[config.mk]
export PLATFORM = sky130hd
export DESIGN_NAME = swrms_divsqrt
export DESIGN_NICKNAME = d
export VERILOG_FILES = /design/src/swrms_pkg.sv /design/src/swrms_divsqrt.sv
export SDC_FILE = /design/constraint.sdc
export NUM_CORES = 1
export LEC_CHECK = 0
export BUFFER_PORTS_ARGS = -buffer_cell sky130_fd_sc_hd__buf_4
export CAP_MARGIN = 20
export CORE_AREA = 4 4 160 162
export CTS_CLUSTER_DIAMETER = 40
export CTS_CLUSTER_SIZE = 25
export DETAILED_ROUTE_END_ITERATION = 6
export DIE_AREA = 0 0 164 166
export PLACE_DENSITY = 0.47
export SKIP_LAST_GASP = 1
export SYNTH_ARGS = -nofsm -noshare
export SYNTH_HDL_FRONTEND = slang
export SYNTH_SLANG_ARGS = --single-unit
export TNS_END_PERCENT = 10
[constraint.sdc]
create_clock -name clk -period 6.05 [get_ports clk]
set_input_delay 0.605 -clock clk [delete_from_list [all_inputs] [get_ports clk]]
set_output_delay 0.605 -clock clk [all_outputs]
set_load 0.05 [all_outputs]
[src/swrms_pkg.sv]
// Shared constants, types and state encodings for the sliding-window RMS filter.
`timescale 1ns / 1ps

package swrms_pkg;

  localparam int WINDOW_MAX  = 256;
  localparam int SAMPLE_BITS = 16;

  localparam int WL_W       = 9;
  localparam int PL_W       = 16;
  localparam int RMS_W      = 16;
  localparam int CFG_IDX_W  = 1;
  localparam int CFG_DATA_W = 16;

  localparam int PTR_W     = (WINDOW_MAX > 1) ? $clog2(WINDOW_MAX) : 1;
  localparam int CNT_W     = $clog2(WINDOW_MAX + 1);
  localparam int SQ_W      = ((SAMPLE_BITS > 16) ? 2 * SAMPLE_BITS : 32) - 1;
  localparam int TOT_W     = SQ_W + PTR_W;
  localparam int ROOT_W    = (SQ_W + 1) / 2;
  localparam int SQRT_IN_W = 2 * ROOT_W;
  localparam int ITER_W    = $clog2(TOT_W);

  localparam logic [WL_W-1:0] WINDOW_RESET = WL_W'(16);

  localparam logic [CFG_IDX_W-1:0] REG_WINDOW_LENGTH = 1'b0;
  localparam logic [CFG_IDX_W-1:0] REG_PRIME_LEVEL   = 1'b1;

  typedef enum logic [1:0] {
    ST_IDLE,
    ST_UPDATE,
    ST_CALC,
    ST_DELIVER
  } ctrl_state_t;

  typedef enum logic [1:0] {
    DS_IDLE,
    DS_DIV,
    DS_SQRT,
    DS_DONE
  } ds_state_t;

  typedef struct packed {
    logic             start;
    logic [TOT_W-1:0] dividend;
    logic [CNT_W-1:0] divisor;
  } ds_req_t;

  typedef struct packed {
    logic              done;
    logic [ROOT_W-1:0] root;
  } ds_rsp_t;

endpackage

[src/swrms_divsqrt.sv]
// Bit-serial divide of the window total by N followed by a bit-serial square root.
`timescale 1ns / 1ps

module swrms_divsqrt (
  input  logic               clk,
  input  logic               rst_n,
  input  swrms_pkg::ds_req_t req,
  output swrms_pkg::ds_rsp_t rsp
);

  import swrms_pkg::*;

  ds_state_t state_r, state_nxt;
  logic [ITER_W-1:0]    iter_r;
  logic [CNT_W-1:0]     rem_r;
  logic [TOT_W-1:0]     quo_r;
  logic [CNT_W-1:0]     div_r;
  logic [ROOT_W+1:0]    srem_r;
  logic [ROOT_W-1:0]    root_r;
  logic [SQRT_IN_W-1:0] rad_r;

  logic [CNT_W:0]       trial;
  logic                 div_ge;
  logic [CNT_W-1:0]     rem_nxt;
  logic [TOT_W-1:0]     quo_nxt;

  logic [ROOT_W+3:0]    strial;
  logic [ROOT_W+3:0]    ssub;
  logic                 sqrt_ge;
  logic [ROOT_W+1:0]    srem_nxt;
  logic [ROOT_W-1:0]    root_nxt;

  always_comb begin
    trial   = {rem_r, quo_r[TOT_W-1]};
    div_ge  = (trial >= {1'b0, div_r});
    rem_nxt = div_ge ? CNT_W'(trial - {1'b0, div_r}) : CNT_W'(trial);
    quo_nxt = {quo_r[TOT_W-2:0], div_ge};
  end

  always_comb begin
    strial   = {srem_r, rad_r[SQRT_IN_W-1 -: 2]};
    ssub     = (ROOT_W + 4)'({root_r, 2'b01});
    sqrt_ge  = (strial >= ssub);
    srem_nxt = sqrt_ge ? (ROOT_W + 2)'(strial - ssub) : (ROOT_W + 2)'(strial);
    root_nxt = {root_r[ROOT_W-2:0], sqrt_ge};
  end

  always_comb begin
    state_nxt = state_r;
    case (state_r)
      DS_IDLE: begin
        if (req.start) state_nxt = DS_DIV;
      end
      DS_DIV: begin
        if (iter_r == '0) state_nxt = DS_SQRT;
      end
      DS_SQRT: begin
        if (iter_r == '0) state_nxt = DS_DONE;
      end
      DS_DONE: begin
        state_nxt = DS_IDLE;
      end
      default: begin
        state_nxt = DS_IDLE;
      end
    endcase
  end

  always_comb begin
    rsp.done = (state_r == DS_DONE);
    rsp.root = root_r;
  end

  always_ff @(posedge clk) begin
    if (!rst_n) begin
      state_r <= DS_IDLE;
    end else begin
      state_r <= state_nxt;
    end
  end

  always_ff @(posedge clk) begin
    case (state_r)
      DS_IDLE: begin
        if (req.start) begin
          quo_r  <= req.dividend;
          div_r  <= req.divisor;
          rem_r  <= '0;
          iter_r <= ITER_W'(TOT_W - 1);
        end
      end
      DS_DIV: begin
        rem_r <= rem_nxt;
        quo_r <= quo_nxt;
        if (iter_r == '0) begin
          rad_r  <= SQRT_IN_W'(quo_nxt[SQ_W-1:0]);
          srem_r <= '0;
          root_r <= '0;
          iter_r <= ITER_W'(ROOT_W - 1);
        end else begin
          iter_r <= iter_r - 1'b1;
        end
      end
      DS_SQRT: begin
        srem_r <= srem_nxt;
        root_r <= root_nxt;
        rad_r  <= {rad_r[SQRT_IN_W-3:0], 2'b00};
        iter_r <= iter_r - 1'b1;
      end
      default: begin
      end
    endcase
  end

endmodule

## Word-level counts from Yosys, hierarchy flattened

Index checks and enable logic that the tools add are counted.

- Divide/modulo/power cells: 0
- Muxes and demuxes: 19
- Shift operators: 0
- Order comparisons: 2
- Reductions and logical operators: 10
- $add $sub $neg: 3
- Bitwise logic cells: 0
- $mul: 0
- Eq/ne operators: 6

Operators by type and width:

| kind | count |
|---|---|
| $pmux W39 S2 | 1 |
| $pmux W32 S2 | 1 |
| $mux W39 | 1 |
| $mux W18 | 2 |
| $pmux W18 S2 | 1 |
| $mux W32 | 1 |
| $pmux W16 S2 | 1 |
| $ge A20 B18 Y1 | 1 |
| $mux W9 | 2 |
| $pmux W6 S3 | 1 |
| $pmux W9 S2 | 1 |
| $sub A18 B18 Y18 | 1 |
| $mux W16 | 1 |
| $mux W6 | 2 |
| $ge A10 B9 Y1 | 1 |
| $sub A9 B9 Y9 | 1 |
| $pmux W2 S4 | 1 |
| $reduce_and A2 Y1 | 4 |
| $logic_not A6 Y1 | 1 |
| $mux W2 | 3 |
| $ne A2 B2 Y1 const B | 3 |
| $sub A6 B1 Y6 const B | 1 |
| $eq A2 B2 Y1 const B | 2 |
| $reduce_bool A2 Y1 | 2 |
| 4 further kinds | 4 |

- Output and inout bits: 17
- Register bits after elaboration: 131
- Memory bits (read-only): 0
- Bits in latches: 0
- Input bits: 51
- RAM bits: 0
- Word-level logic and storage cells: 48
- Memories: 0

## Logic depth before layout (Yosys ltp)

- Depth in word-level cells: 3
- Gate-level depth with buffers: 11
- Depth with buffers taken out: 10

## Least setup slack after synthesis

No wires, ideal clock.

- Path kind: register to register
- Start point: register state_r[0]
- End point: register rad_r[0], enable pin
- Arrival: 6.056 ns
- Path slack: -0.587 ns
- Cell stages (with the launch flop): 8
- Path buffers: 3
- Library setup time: 0.581 ns
- Path through: dfxtp_1 -> inv_1 -> ha_1 -> clkbuf_1 -> buf_1 -> inv_1 -> clkbuf_1 -> o21ai_0

- Word-level cells in the longest chain between the ends: 3
- Elaborated cells between the ends (all ways): 5
- Those cells by class: 3 x eq/ne; 2 x reduce/logical

RTL lines:

| item | line | text |
|---|---|---|
| start, declared | swrms_divsqrt.sv:13 | `ds_state_t state_r, state_nxt;` |
| start signal, assigned | swrms_divsqrt.sv:78 | `state_r <= state_nxt;` |
| $eq A2 B1 Y1 / $eq A2 B2 Y1 (equally long branches) | swrms_divsqrt.sv:83 | `case (state_r)` |
| $ne A2 B2 Y1 (no line) / $reduce_bool A2 Y1 (equally long branches) | -- |  |
| $reduce_and A2 Y1 (no line) * | -- |  |
| end signal, assigned | swrms_divsqrt.sv:96 | `rad_r <= SQRT_IN_W'(quo_nxt[SQ_W-1:0]);` |
| end signal, assigned | swrms_divsqrt.sv:107 | `rad_r <= {rad_r[SQRT_IN_W-3:0], 2'b00};` |
| end, declared | swrms_divsqrt.sv:20 | `logic [SQRT_IN_W-1:0] rad_r;` |

Mark *: on every way between the ends. The rest lies on a longest branch, timed or not.
A chain may end at the register's enable or synchronous reset.

## Final worst setup path

- Start point: register state_r[0]
- End point: register srem_r[17], enable pin

- Word-level cells in the longest chain between the ends: 3
- Elaborated cells between the ends (all ways): 5
- Those cells by class: 3 x eq/ne; 2 x reduce/logical

RTL lines:

| item | line | text |
|---|---|---|
| $eq A2 B1 Y1 / $eq A2 B2 Y1 (equally long branches) | swrms_divsqrt.sv:83 |  |
| $ne A2 B2 Y1 (no line) / $reduce_bool A2 Y1 (equally long branches) | -- |  |
| $reduce_and A2 Y1 (no line) * | -- |  |
| end signal, assigned | swrms_divsqrt.sv:105 | `srem_r <= srem_nxt;` |
| end, declared | swrms_divsqrt.sv:18 | `logic [ROOT_W+1:0] srem_r;` |

Marks and branches as above.

==> results by group <==
Route
  – DR vias: 4364
  – Avg Vias per Cell: 4.57
  – Drt drc: 0
  – First-pass iteration count of the detailed router: 4
  – Iteration-0 DRC count of the detailed router: 207
  – Post-detailed-route wirelength per cell: ~15 microns
  – Final WL: 14.5 mm
  – Final ANT Viol Nets: 0

Cells and area
  – Net count, final: ~700
  – Share of layout cells above drive strength 1: around 30%
  – Post-layout util: roughly 35%
  – Commonest non-fill, non-tap cell in the layout: edfxtp_1
  – Commonest cells after routing, fill and taps aside: edfxtp_1 (129), buf_4 (72), mux2_2 (67), nor2_1 (53), inv_1 (45)
  – ANT cells: 0
  – Area Growth Syn to Fin: 20.7%
  – Layout fillers: 2433
  – Footprint of the multi-input gates: 2720 sq um
  – Sequential Area: 3910 sq um

Die
  – Die X: 164 microns
  – Core Region: 24100 sq um
  – Die area: 27200 sq um
  – I/O pin cnt: 68
  – Starting Density: 28.6%
  – Die height: 166 microns
  – FP Rows: 57

Clock network
  – Clk slew on worst S/H paths: about 0.060 ns
  – Number of H-tree levels: 4
  – Post-CTS sizing: 0
  – Clk sink count: about 130
  – CTS Buf Count: 17
  – Cts hold-fix bufs: 0
  – CTS tree: yes
  – Clk Latency, worst-skew pair: 0.42 ns
  – Clock root buffer: clkbuf_16
  – Setup bufs post-CTS: 0
  – Clock Tree Buf Depth: 2

Yosys
  – Number of synthesized flops with an enable pin: 129
  – Dominant cells by area after synthesis: edfxtp_1 (56%), mux2_2 (11%), ha_1 (5.8%)
  – Largest family of logic cells by synthesized area: multiplexers
  – Register area share after synthesis: 56.7%
  – Netlist Area Pre-Place: 6900 sq um
  – Post-synth top area share: 56.1%
  – Distinct cells, synth: 56
  – Largest area contributor in the netlist: edfxtp_1
  – Simple-Gate Fraction of Synth Area: 8.16%
  – Complex-gate fraction of the synthesized area: 8.61%
  – Post-synthesis sequential element count: ~130
  – Syn nets: 629
  – Warnings from Yosys: 0
  – Cells after Synth: 545
  – Avg Cell Area, Syn: 12.7 sq um
  – Post-synth top flop: edfxtp_1
  – Synth async-reset ratio: 0%
  – Mux contribution to synthesized area: roughly an eighth
  – Adder-cell share of the synthesized area: 6.09%
  – Xor/xnor share of the synthesized area: a little under 3%

STA
  – Setup TNS: 0 ns
  – Fmax: 334 MHz
  – Fin crit share: 49.5%
  – Hold slack: roughly 0.36 ns
  – Fin. max-slew vios: 0
  – Max-slew headroom: 40.5%
  – Worst slew pin tran: 0.884 ns
  – RSZ-0062 raised after global routing: false
  – Fin crit period: about 3.0 ns
  – Worst Clk Skew: about 0.010 ns
  – Final Hold Viols: 0
  – Setup Viol. Count Final: 0

Pwr
  – Clock network power share: ~23%
  – Comb pwr share: roughly two fifths
  – Switching share of power: 36.2%
  – P_int: 2680 uW
  – Total design power: 4200 uW
  – Switch Pwr: approximately 1500 uW
  – Max IR drop VDD: 0.000180 V
  – Pwr per Cell Area: between 500 and 600 nW/um^2
  – Sequential Power Share: 37.7%
  – Leakage: approximately 0.0031 uW

GRT
  – Largest net degree at the start of global routing: between 40 and 50
  – Grt ovf: 0
  – Total global routing track utilization: 10.8%
  – First-pass GRT wire length: 23.4 mm
  – Initial antenna violation count: 0
  – Vias in the first global route: 4572

Worst setup path
  – CP endpoint kind: register
  – Crit path launch type: register
  – Critical Path RT: 6.10 ns
  – CP arrival: 3.05 ns
  – CP Class: register to register
  – Crit-path max FO: 43

Placement
  – GPL Wtd Cong: 0.786
  – PortBufs: between 60 and 70
  – DP HPWL: 10.1 mm

Status
  – Run status: completed

Run
  – Number of max-cap violations: 0

Min path
  – Tightest Hold Check Type: primary input to register
-- synthesized netlist by cell type (2+ instances only) --
cell and number:
a211oi_1 4, nand3_1 8, nand2_1 20, mux2i_1 16, xor2_1 7, inv_1 45, dfxtp_1 2, o21a_1 4
and2_1 3, nor2b_1 5, a211o_1 2, clkbuf_1 9, xnor2_1 16, nand2b_1 5, nand4_1 5, o211ai_1 4
buf_6 6, nor3_1 8, o21ai_0 22, a21oi_2 3, buf_1 4, edfxtp_1 129, mux2_2 67, ha_1 32
a211oi_2 2, a21oi_1 28, nor2_1 53, a21o_1 5, o311ai_0 2, or3_1 3
-- path summary, 6_finish.rpt --
path	start	to	slack, ns	cells after the start
setup / recovery	state_r[0]	srem_r[17]	3.05	6
hold / removal	req[5]	div_r[5]	0.36	1
setup reg to reg	state_r[0]	srem_r[17]	3.05	6
hold reg to reg	rad_r[29]	rad_r[31]	0.53	1
-- per-layer routing --
| layer | track usage, % | part of all wire (%) | vias up |
|---|---|---|---|
| li1 | - | - | 2144 |
| met1 | 13.9 | 46 | 2134 |
| met2 | 17.8 | 50 | 82 |
| met3 | 3.23 | 3.8 | 4 |
| met4 | 2.88 | 0.41 | 0 |
| met5 | 0 | 0 | - |
-- power by group through the flow --
stage	sequential [uW]	clock, uW	combinational, uW
after global placement	1600	0	1620
after detailed placement	1600	0	1650
after global routing	1610	1040	1850
final	1580	963	1650
after CTS	1590	994	1660
after floorplan	1650	0	1230
-- kinds of logic after synthesis --
family          Yosys count
simple gates            119
mux                      83
flops                   131
buf+inv                  66
fa+ha+maj                33
xor+xnor                 23
compound gates           90
-- final cells by class --
type	instances	area share [%]
sequential	131	47.0
clock buffer	17	5.11
multi-input combinational	348	32.7
clock inverter	15	1.52
tap	324	4.86
timing repair buffer	73	6.82
inverter	46	2.07
-- state kept, by name, indices dropped and copies added (netlist names) --
name / flops
quo_r: 39
rad_r: 32
div_r: 9
root_r: 16
iter_r: 6
state_r: 2
srem_r: 18
rem_r: 9
-- critical path, stage by stage, from the launching register on --
cell	delay [ns]
dfxtp_1	0.34
inv_1	0.09
ha_2	0.16
buf_4	0.42
inv_1	0.28
o21ai_4	0.68
buf_4	0.61
-- per-stage QoR --
step / instances / setup slack (ns) / area (sq um)
floorplan: 545 / 0.949 / 6900
global placement: 921 / 2.50 / 7750
detailed placement: 921 / 2.37 / 7750
CTS: 953 / 2.36 / 8310
global route: 954 / 2.78 / 8330
finish: 954 / 3.05 / 8330
No activity file was read; power rests on OpenSTA's default activity.
